--- config.mk ---
export PLATFORM = sky130hd
export DESIGN_NAME = lookat_vec
export DESIGN_NICKNAME = d
export VERILOG_FILES = /design/src/rtl/core/lookat_pkg.sv /design/src/rtl/core/lookat_vec.sv
export SDC_FILE = /design/constraint.sdc
export NUM_CORES = 2
export LEC_CHECK = 0
export BUFFER_PORTS_ARGS = -buffer_cell sky130_fd_sc_hd__buf_2
export CORE_ASPECT_RATIO = 0.8
export CORE_UTILIZATION = 40
export CTS_BUF_LIST = sky130_fd_sc_hd__clkbuf_8
export CTS_CLUSTER_DIAMETER = 200
export DETAILED_ROUTE_END_ITERATION = 6
export PLACE_DENSITY = 0.65
export SLEW_MARGIN = 10
export SYNTH_ARGS = -nofsm -noshare
export SYNTH_HDL_FRONTEND = slang
export SYNTH_SLANG_ARGS = --single-unit
--- constraint.sdc ---
create_clock -name i_clk -period 8.39 [get_ports i_clk]
set_clock_uncertainty 0.05 [all_clocks]
set_input_delay 0.839 -clock i_clk [delete_from_list [all_inputs] [get_ports i_clk]]
set_output_delay 0.839 -clock i_clk [all_outputs]
set_load 0.05 [all_outputs]
--- src/rtl/core/lookat_pkg.sv ---
// Shared constants, types and the arctangent table of the look-at angle core.
`timescale 1ns / 1ps

package lookat_pkg;

    // Default configuration.
    localparam int CORDIC_STEPS_DEF = 16;
    localparam int ANGLE_BITS_DEF   = 12;

    // Field widths.
    localparam int SUBJ_W  = 32;
    localparam int EYE_W   = 20;
    localparam int SCALE_W = 24;
    localparam int EYE_SHIFT = 4;
    localparam int FRAC_W  = 12;

    // Internal widths.
    localparam int D_W   = 22;  // relative vector component
    localparam int VEC_W = 46;  // operand of the arctangent unit
    localparam int MAG_W = 53;  // normalized magnitude, leading one at bit 52
    localparam int CX_W  = 56;  // rotation datapath
    localparam int Z_W   = 34;  // angle accumulator, 2^32 per turn

    localparam int Y_LIFT  = 40;
    localparam int TAB_LEN = 24;

    // Pipeline depths outside the rotation stages.
    localparam int VEC_LAT   = 3;
    localparam int ATAN_FIX_LAT = 5;

    // Angle constants in accumulator units.
    localparam logic signed [Z_W-1:0] Z_EIGHTH  = Z_W'(64'sd536870912);
    localparam logic signed [Z_W-1:0] Z_QUARTER = Z_W'(64'sd1073741824);
    localparam logic signed [Z_W-1:0] Z_HALF    = Z_W'(64'sd2147483648);

    // Special-case flags of one arctangent operand pair.
    typedef struct packed {
        logic zero;
        logic ay_zero;
        logic ax_zero;
        logic diag;
        logic x_neg;
        logic y_neg;
    } t_flags;

    // Magnitudes being normalized.
    typedef struct packed {
        logic [MAG_W-1:0] x;
        logic [MAG_W-1:0] y;
        logic [MAG_W-1:0] m;
    } t_nrm;

    // Rounded atan(2^-i) in units of 2^32 per turn.
    function automatic logic signed [Z_W-1:0] atan_tab(input int i);
        logic signed [Z_W-1:0] v;
        case (i)
            0:  v = Z_W'(64'sd536870912);
            1:  v = Z_W'(64'sd316933406);
            2:  v = Z_W'(64'sd167458907);
            3:  v = Z_W'(64'sd85004756);
            4:  v = Z_W'(64'sd42667331);
            5:  v = Z_W'(64'sd21354465);
            6:  v = Z_W'(64'sd10679838);
            7:  v = Z_W'(64'sd5340245);
            8:  v = Z_W'(64'sd2670163);
            9:  v = Z_W'(64'sd1335087);
            10: v = Z_W'(64'sd667544);
            11: v = Z_W'(64'sd333772);
            12: v = Z_W'(64'sd166886);
            13: v = Z_W'(64'sd83443);
            14: v = Z_W'(64'sd41722);
            15: v = Z_W'(64'sd20861);
            16: v = Z_W'(64'sd10430);
            17: v = Z_W'(64'sd5215);
            18: v = Z_W'(64'sd2608);
            19: v = Z_W'(64'sd1304);
            20: v = Z_W'(64'sd652);
            21: v = Z_W'(64'sd326);
            22: v = Z_W'(64'sd163);
            default: v = Z_W'(64'sd81);
        endcase
        return v;
    endfunction

endpackage

--- src/rtl/core/lookat_vec.sv ---
// Relative vector, squares and arctangent operands, three register stages.
`timescale 1ns / 1ps

module lookat_vec (
    input  logic                                   i_clk,
    input  logic                                   i_rst_n,
    input  logic                                   i_valid,
    input  logic signed [lookat_pkg::SUBJ_W-1:0]   i_subject_x,
    input  logic signed [lookat_pkg::SUBJ_W-1:0]   i_subject_y,
    input  logic signed [lookat_pkg::SUBJ_W-1:0]   i_subject_z,
    input  logic signed [lookat_pkg::EYE_W-1:0]    i_eye_x,
    input  logic signed [lookat_pkg::EYE_W-1:0]    i_eye_y,
    input  logic signed [lookat_pkg::EYE_W-1:0]    i_eye_z,
    output logic                                   o_valid,
    output logic signed [lookat_pkg::VEC_W-1:0]    o_head_y,
    output logic signed [lookat_pkg::VEC_W-1:0]    o_head_x,
    output logic signed [lookat_pkg::VEC_W-1:0]    o_tilt_y,
    output logic signed [lookat_pkg::VEC_W-1:0]    o_tilt_x
);

    localparam int D_W   = lookat_pkg::D_W;
    localparam int SQ_W  = 2 * D_W;
    localparam int VEC_W = lookat_pkg::VEC_W;
    localparam int HI    = lookat_pkg::SUBJ_W - 1;
    localparam int LO    = lookat_pkg::FRAC_W;

    logic [2:0] r_valid;

    logic signed [D_W-1:0]  r_dx, r_dy, r_dz;
    logic signed [D_W-1:0]  n_dx, n_dy, n_dz;
    logic signed [SQ_W-1:0] r_sq_x, r_sq_y, r_sq_z;
    logic signed [D_W-1:0]  r_hy2, r_hx2;
    logic                   r_dy_neg;
    logic signed [VEC_W-1:0] r_hy3, r_hx3, r_ty3, r_tx3;

    // Subject integer part is negated; camera is subtracted, Y is lifted.
    always_comb begin
        n_dx = -D_W'($signed(i_subject_x[HI:LO])) - D_W'(i_eye_x);
        n_dy = -D_W'($signed(i_subject_y[HI:LO])) - D_W'(i_eye_y)
               + D_W'(lookat_pkg::Y_LIFT);
        n_dz = -D_W'($signed(i_subject_z[HI:LO])) - D_W'(i_eye_z);
    end

    // Valid bits travel with the words.
    always_ff @(posedge i_clk) begin
        if (!i_rst_n) begin
            r_valid <= '0;
        end else begin
            r_valid <= {r_valid[1:0], i_valid};
        end
    end

    // Datapath stages.
    always_ff @(posedge i_clk) begin
        r_dx <= n_dx;
        r_dy <= n_dy;
        r_dz <= n_dz;

        r_sq_x   <= SQ_W'(r_dx) * SQ_W'(r_dx);
        r_sq_y   <= SQ_W'(r_dy) * SQ_W'(r_dy);
        r_sq_z   <= SQ_W'(r_dz) * SQ_W'(r_dz);
        r_hy2    <= r_dx;
        r_hx2    <= r_dz;
        r_dy_neg <= r_dy[D_W-1];

        r_tx3 <= VEC_W'(r_sq_x) + VEC_W'(r_sq_z);
        r_ty3 <= r_dy_neg ? VEC_W'(r_sq_y) : -VEC_W'(r_sq_y);
        r_hy3 <= VEC_W'(r_hy2);
        r_hx3 <= VEC_W'(r_hx2);
    end

    assign o_valid  = r_valid[2];
    assign o_head_y = r_hy3;
    assign o_head_x = r_hx3;
    assign o_tilt_y = r_ty3;
    assign o_tilt_x = r_tx3;

endmodule

# Word level (Yosys, flattened, before mapping)
# Cells that the tools add are included.
# Widths: inputs -> output; s select.
# word_totals
ff_bits,381
out_inout_bits,185
# classes
muxes,1
mul,3
addsub,9
# ops
op,n
$mul 22x22->44,3
$neg 20->22,3
$sub 22x20->22,3
$mux 46,1
$neg 44->46,1
$add 44x44->45,1
$add 22x7->22 const B,1

# Logic depth before layout (Yosys ltp)
# logic_depth
depth_word,3
depth_mapped,28
ltp_nobuf,27

# Least setup slack after synthesis
# OpenSTA, ideal clock, no wires.
# synth_timing
kind,register -> register
start,reg r_dy[15]
end,reg r_sq_y[43]
arrival_time_ns,7.207
setup_slack_ns,0.997
path_buffers,2
t_required_ns,8.204
period_less_slack_ns,7.393
stages_incl_launch_ff,27
setup_time_ns,0.136
path_cell_list,dfxtp_1 -> clkbuf_1 -> clkbuf_1 -> nand2_1 -> fa_1 -> fa_1 -> inv_1 -> fa_1 -> inv_1 -> fa_1 -> inv_1 -> fa_1 -> fa_1 -> inv_1 -> fa_1 -> inv_1 -> ha_1 -> and4_2 -> a221o_1 -> o31a_1 -> and3_4 -> o311ai_2 -> a21oi_2 -> a2111oi_4 -> o21ai_2 -> a211oi_1 -> a211oi_2
# synth_via
elab_chain_cells,1
# synth_rtl
element,line,source
from (decl),lookat_vec.sv:29,"logic signed [D_W-1:0] r_dx, r_dy, r_dz;"
from (signal assigned),lookat_vec.sv:56,r_dy <= n_dy;
$mul 22x22->44,lookat_vec.sv:60,r_sq_y <= SQ_W'(r_dy) * SQ_W'(r_dy);
to (signal assigned),lookat_vec.sv:60,
to (decl),lookat_vec.sv:31,"logic signed [SQ_W-1:0] r_sq_x, r_sq_y, r_sq_z;"
# Every way passes these cells.
# A chain may end at the register's enable or synchronous reset.

# Worst setup path in the final report
# layout_timing
start,reg r_dx[8]
end,reg r_sq_x[40]
# layout_via
elab_chain_cells,1
# layout_rtl
element,line,source
from (decl),lookat_vec.sv:29,
from (signal assigned),lookat_vec.sv:55,r_dx <= n_dx;
$mul 22x22->44,lookat_vec.sv:59,r_sq_x <= SQ_W'(r_dx) * SQ_W'(r_dx);
to (signal assigned),lookat_vec.sv:59,
to (decl),lookat_vec.sv:31,
# Every way passes these cells.

==> insert_results.sql <==
INSERT INTO impl_metrics (metric_group, metric, value, unit) VALUES
('route', 'detailroute.via_count', '42100', ''),
('layout', 'drive_above_1_share', '8.17', '%'),
('worst_hold_path', 'timing.hold.worst.start', 'i_valid', ''),
('clock_tree', 'htreeDepth', '3', ''),
('route', 'route.final.wire_length', '139000', 'um'),
('critical_path', 'r2r_slack', '0.32', 'ns'),
('timing', 'timing.slew.headroom', '35.9', '%'),
('layout', 'regArea', '7530', 'um^2'),
('layout', 'post_layout_nonfiller_instances', '9002', ''),
('yosys', 'synth.top_cells.by_area', 'fa_1 44%, dfxtp_1 12%, ha_1 12%', ''),
('layout', 'finalNetCount', '8978', ''),
('route', 'route.antenna.remaining_nets', '0', ''),
('global_route', 'largest_net_degree_at_the_start_of_global_routing', '47', ''),
('critical_path', 'worstPathRequired', '9.02', 'ns'),
('placement', 'post-place-ws', '0.421', 'ns'),
('critical_path', 'worstReg2RegEnd', 'r_sq_x[40]', ''),
('clock_tree', 'ctsLongestPathBuffers', '3', ''),
('floorplan', 'core-area', '155000', 'um^2'),
('route', 'drt-wirelength-per-cell', '15.5', 'um'),
('yosys', 'yosysUniqueCellTypes', '76', ''),
('timing', 'max_freq', '0.124', 'GHz'),
('floorplan', 'floorplan.die.height', '357', 'um'),
('yosys', 'post_synth_instance_area', '62900', 'um^2'),
('yosys', 'synthesis.yosys.warnings', '0', ''),
('yosys', 'syn-num-nets', '8685', ''),
('floorplan', 'initial_core_util', '40.5', '%'),
('clock_tree', 'cts_setup_buffers', '0', ''),
('critical_path', 'critical_path_peak_fanout', '13', ''),
('critical_path', 'r2r-start', 'r_dx[8]', ''),
('critical_path', 'worstPathArrival', '8.70', 'ns'),
('critical_path', 'timing_worst_setup_path_type', 'reg2reg', ''),
('timing', 'hold-worst-slack', '0.181', 'ns'),
('clock_tree', 'cts_hold_repair.buffers', '0', ''),
('placement', 'finalWeightedCongestion', '0.875', ''),
('global_route', 'wire_length_of_the_first_global_routing_pass', '234000', 'um'),
('floorplan', 'fp.dieArea', '159000', 'um^2'),
('timing', 'setup_viol', '0', ''),
('route', 'drc', '0', ''),
('worst_hold_path', 'timing.hold.worst_endpoint', 'r_valid[0]', ''),
('timing', 'period_share', '96.2', '%'),
('worst_hold_path', 'holdPathStages', '2', ''),
('yosys', 'syn_area_per_cell', '9.59', 'um^2'),
('yosys', 'synth.top_cell.area_share', '44.1', '%'),
('global_route', 'first_global_vias', '46200', ''),
('timing', 'maxSlewViolCount', '0', ''),
('run', 'cap_viol_max_count', '0', ''),
('floorplan', 'pin_count', '344', ''),
('timing', 'least_margin_pin_slew', '0.958', 'ns'),
('yosys', 'ys_dominant_reg_cell', 'dfxtp_1', ''),
('yosys', 'synth.ff_latch_count', '376', ''),
('global_route', 'gr-usage-all-layers', '18.4', '%'),
('timing', 'final-hold-violation-count', '0', ''),
('yosys', 'synth_cells', '6552', ''),
('yosys', 'proportion_of_synthesized_chip_area_in_sequential_cells', '12.0', '%'),
('floorplan', 'rows', '129', ''),
('timing', 'post-route-min-period', '8.07', 'ns'),
('global_route', 'grt-ovfl-total', '0', ''),
('yosys', 'async_flop_share', '0', '%'),
('clock_tree', 'cts_resized', '0', ''),
('clock_tree', 'clk_latency', '0.82', 'ns'),
('floorplan', 'chipWidth', '445', 'um'),
('critical_path', 'critPathLaunchType', 'register', ''),
('status', 'run_status', 'complete, no violations', ''),
('clock_tree', 'ctsRootBufferMaster', 'clkbuf_8', ''),
('route', 'first_pass_iters', '5', ''),
('clock_tree', 'clk_pin_slew_worst_paths', '0.07', 'ns'),
('critical_path', 'end_kind', 'register', ''),
('placement', 'detailedPlacementHpwl', '119000', 'um'),
('route', 'drt-initial-drc-count', '1943', ''),
('worst_hold_path', 'worstHoldPathType', 'in2reg', ''),
('route', 'detail_route.vias_per_cell', '4.68', '');
through the flow:
stage | util [%] | cell area [um^2]
after global routing | 44.1 | 68500
final | 44.1 | 68600
after floorplan | - | 62900
after detailed placement | 43.1 | 66900
after global placement | 43.1 | 66900
after CTS | 44.1 | 68500
cell type report:
type / count / area share [%]
Clock buffer: 87 / 1.75
Timing Repair Buffer: 416 / 3.44
Clock inverter: 43 / 0.628
Inverter: 1921 / 10.5
Tap cell: 2096 / 3.83
Multi-Input combinational cell: 4058 / 68.8
Antenna cell: 5 / 0.0183
Sequential cell: 376 / 11.0
critical path: stages (launching register included):
cell and delay [ns]:
dfxtp_1 0.81, inv_1 0.15, nor2_1 0.30, fa_1 0.52, ha_1 0.32, a21oi_1 0.26, fa_1 0.51, fa_1 0.52
inv_1 0.05, fa_1 0.49, fa_1 0.50, inv_1 0.05, fa_1 0.47, inv_1 0.04, ha_1 0.35, and3_1 0.20
nand2_1 0.08, a21oi_1 0.22, o211ai_1 0.19, a2111oi_0 0.80, buf_4 0.23, o21bai_1 0.09, a31oi_1 0.35, nor4_1 0.09
a311o_1 0.32
worst max-delay path by stage:
stage                  start          to  slack (ns)  cells past startpoint
finish               r_dx[8]  r_sq_x[40]        0.32                     24
global route         r_dx[5]  r_sq_x[40]       0.002                     25
CTS                  r_dx[5]  r_sq_x[40]        0.40                     25
detailed placement   r_dx[8]  r_sq_x[40]        0.42                     24
global placement     r_dx[5]  r_sq_x[40]        0.51                     25
floorplan           r_dy[15]  r_sq_y[43]         1.0                     26
per-layer routing:
layer | wire length [um] | global-route usage (%)
met5 | 0 | 0
met4 | 3240 | 4.61
met3 | 6890 | 2.86
met2 | 69100 | 32.0
met1 | 59900 | 23.9
registers in the layout, indices dropped and copies added (netlist names):
register,cells
o_head_y,22
r_dy,22
r_sq_x,42
r_dy_neg,1
r_hy2,22
o_head_x,22
r_sq_y,43
r_valid,3
o_tilt_x,45
r_dz,22
r_dx,22
r_hx2,22
o_tilt_y,46
r_sq_z,42
Yosys cell counts, types with 6 or more instances:
library cell     n
inv_1         1920
fa_1          1384
ha_1           590
nand2_1        508
dfxtp_1        376
and2_1         253
nor2_1         198
xnor2_1        187
a21oi_1        174
clkbuf_1       143
a21o_1          93
o21ai_0         93
xor2_1          93
nor2b_1         65
buf_4           49
nor3_1          46
nand2b_1        45
nand3_1         30
o21a_1          30
o21bai_1        29
and3_1          23
a31oi_1         21
a211oi_1        18
nand4_1         17
nor4_1          17
or3_1           10
a311oi_1         8
or2_2            8
a221oi_1         7
a31o_2           7
o211ai_1         7
or4_1            7
mux2_2           6
o31ai_1          6
logic make-up after synthesis:
| logic type | Yosys count | share of synthesized area, % |
|---|---|---|
| flops | 376 | 12.0 |
| other cells | 1 | 0.00597 |
| mux | 9 | 0.155 |
| fa+ha+maj | 1974 | 55.8 |
| simple gates | 1241 | 9.46 |
| xor+xnor | 280 | 3.90 |
| buf+inv | 2118 | 12.9 |
| compound gates | 553 | 5.74 |
Power is left out: the tool's default activity adds up to more than one toggle a clock period on the data nets, which glitch-free logic cannot reach.
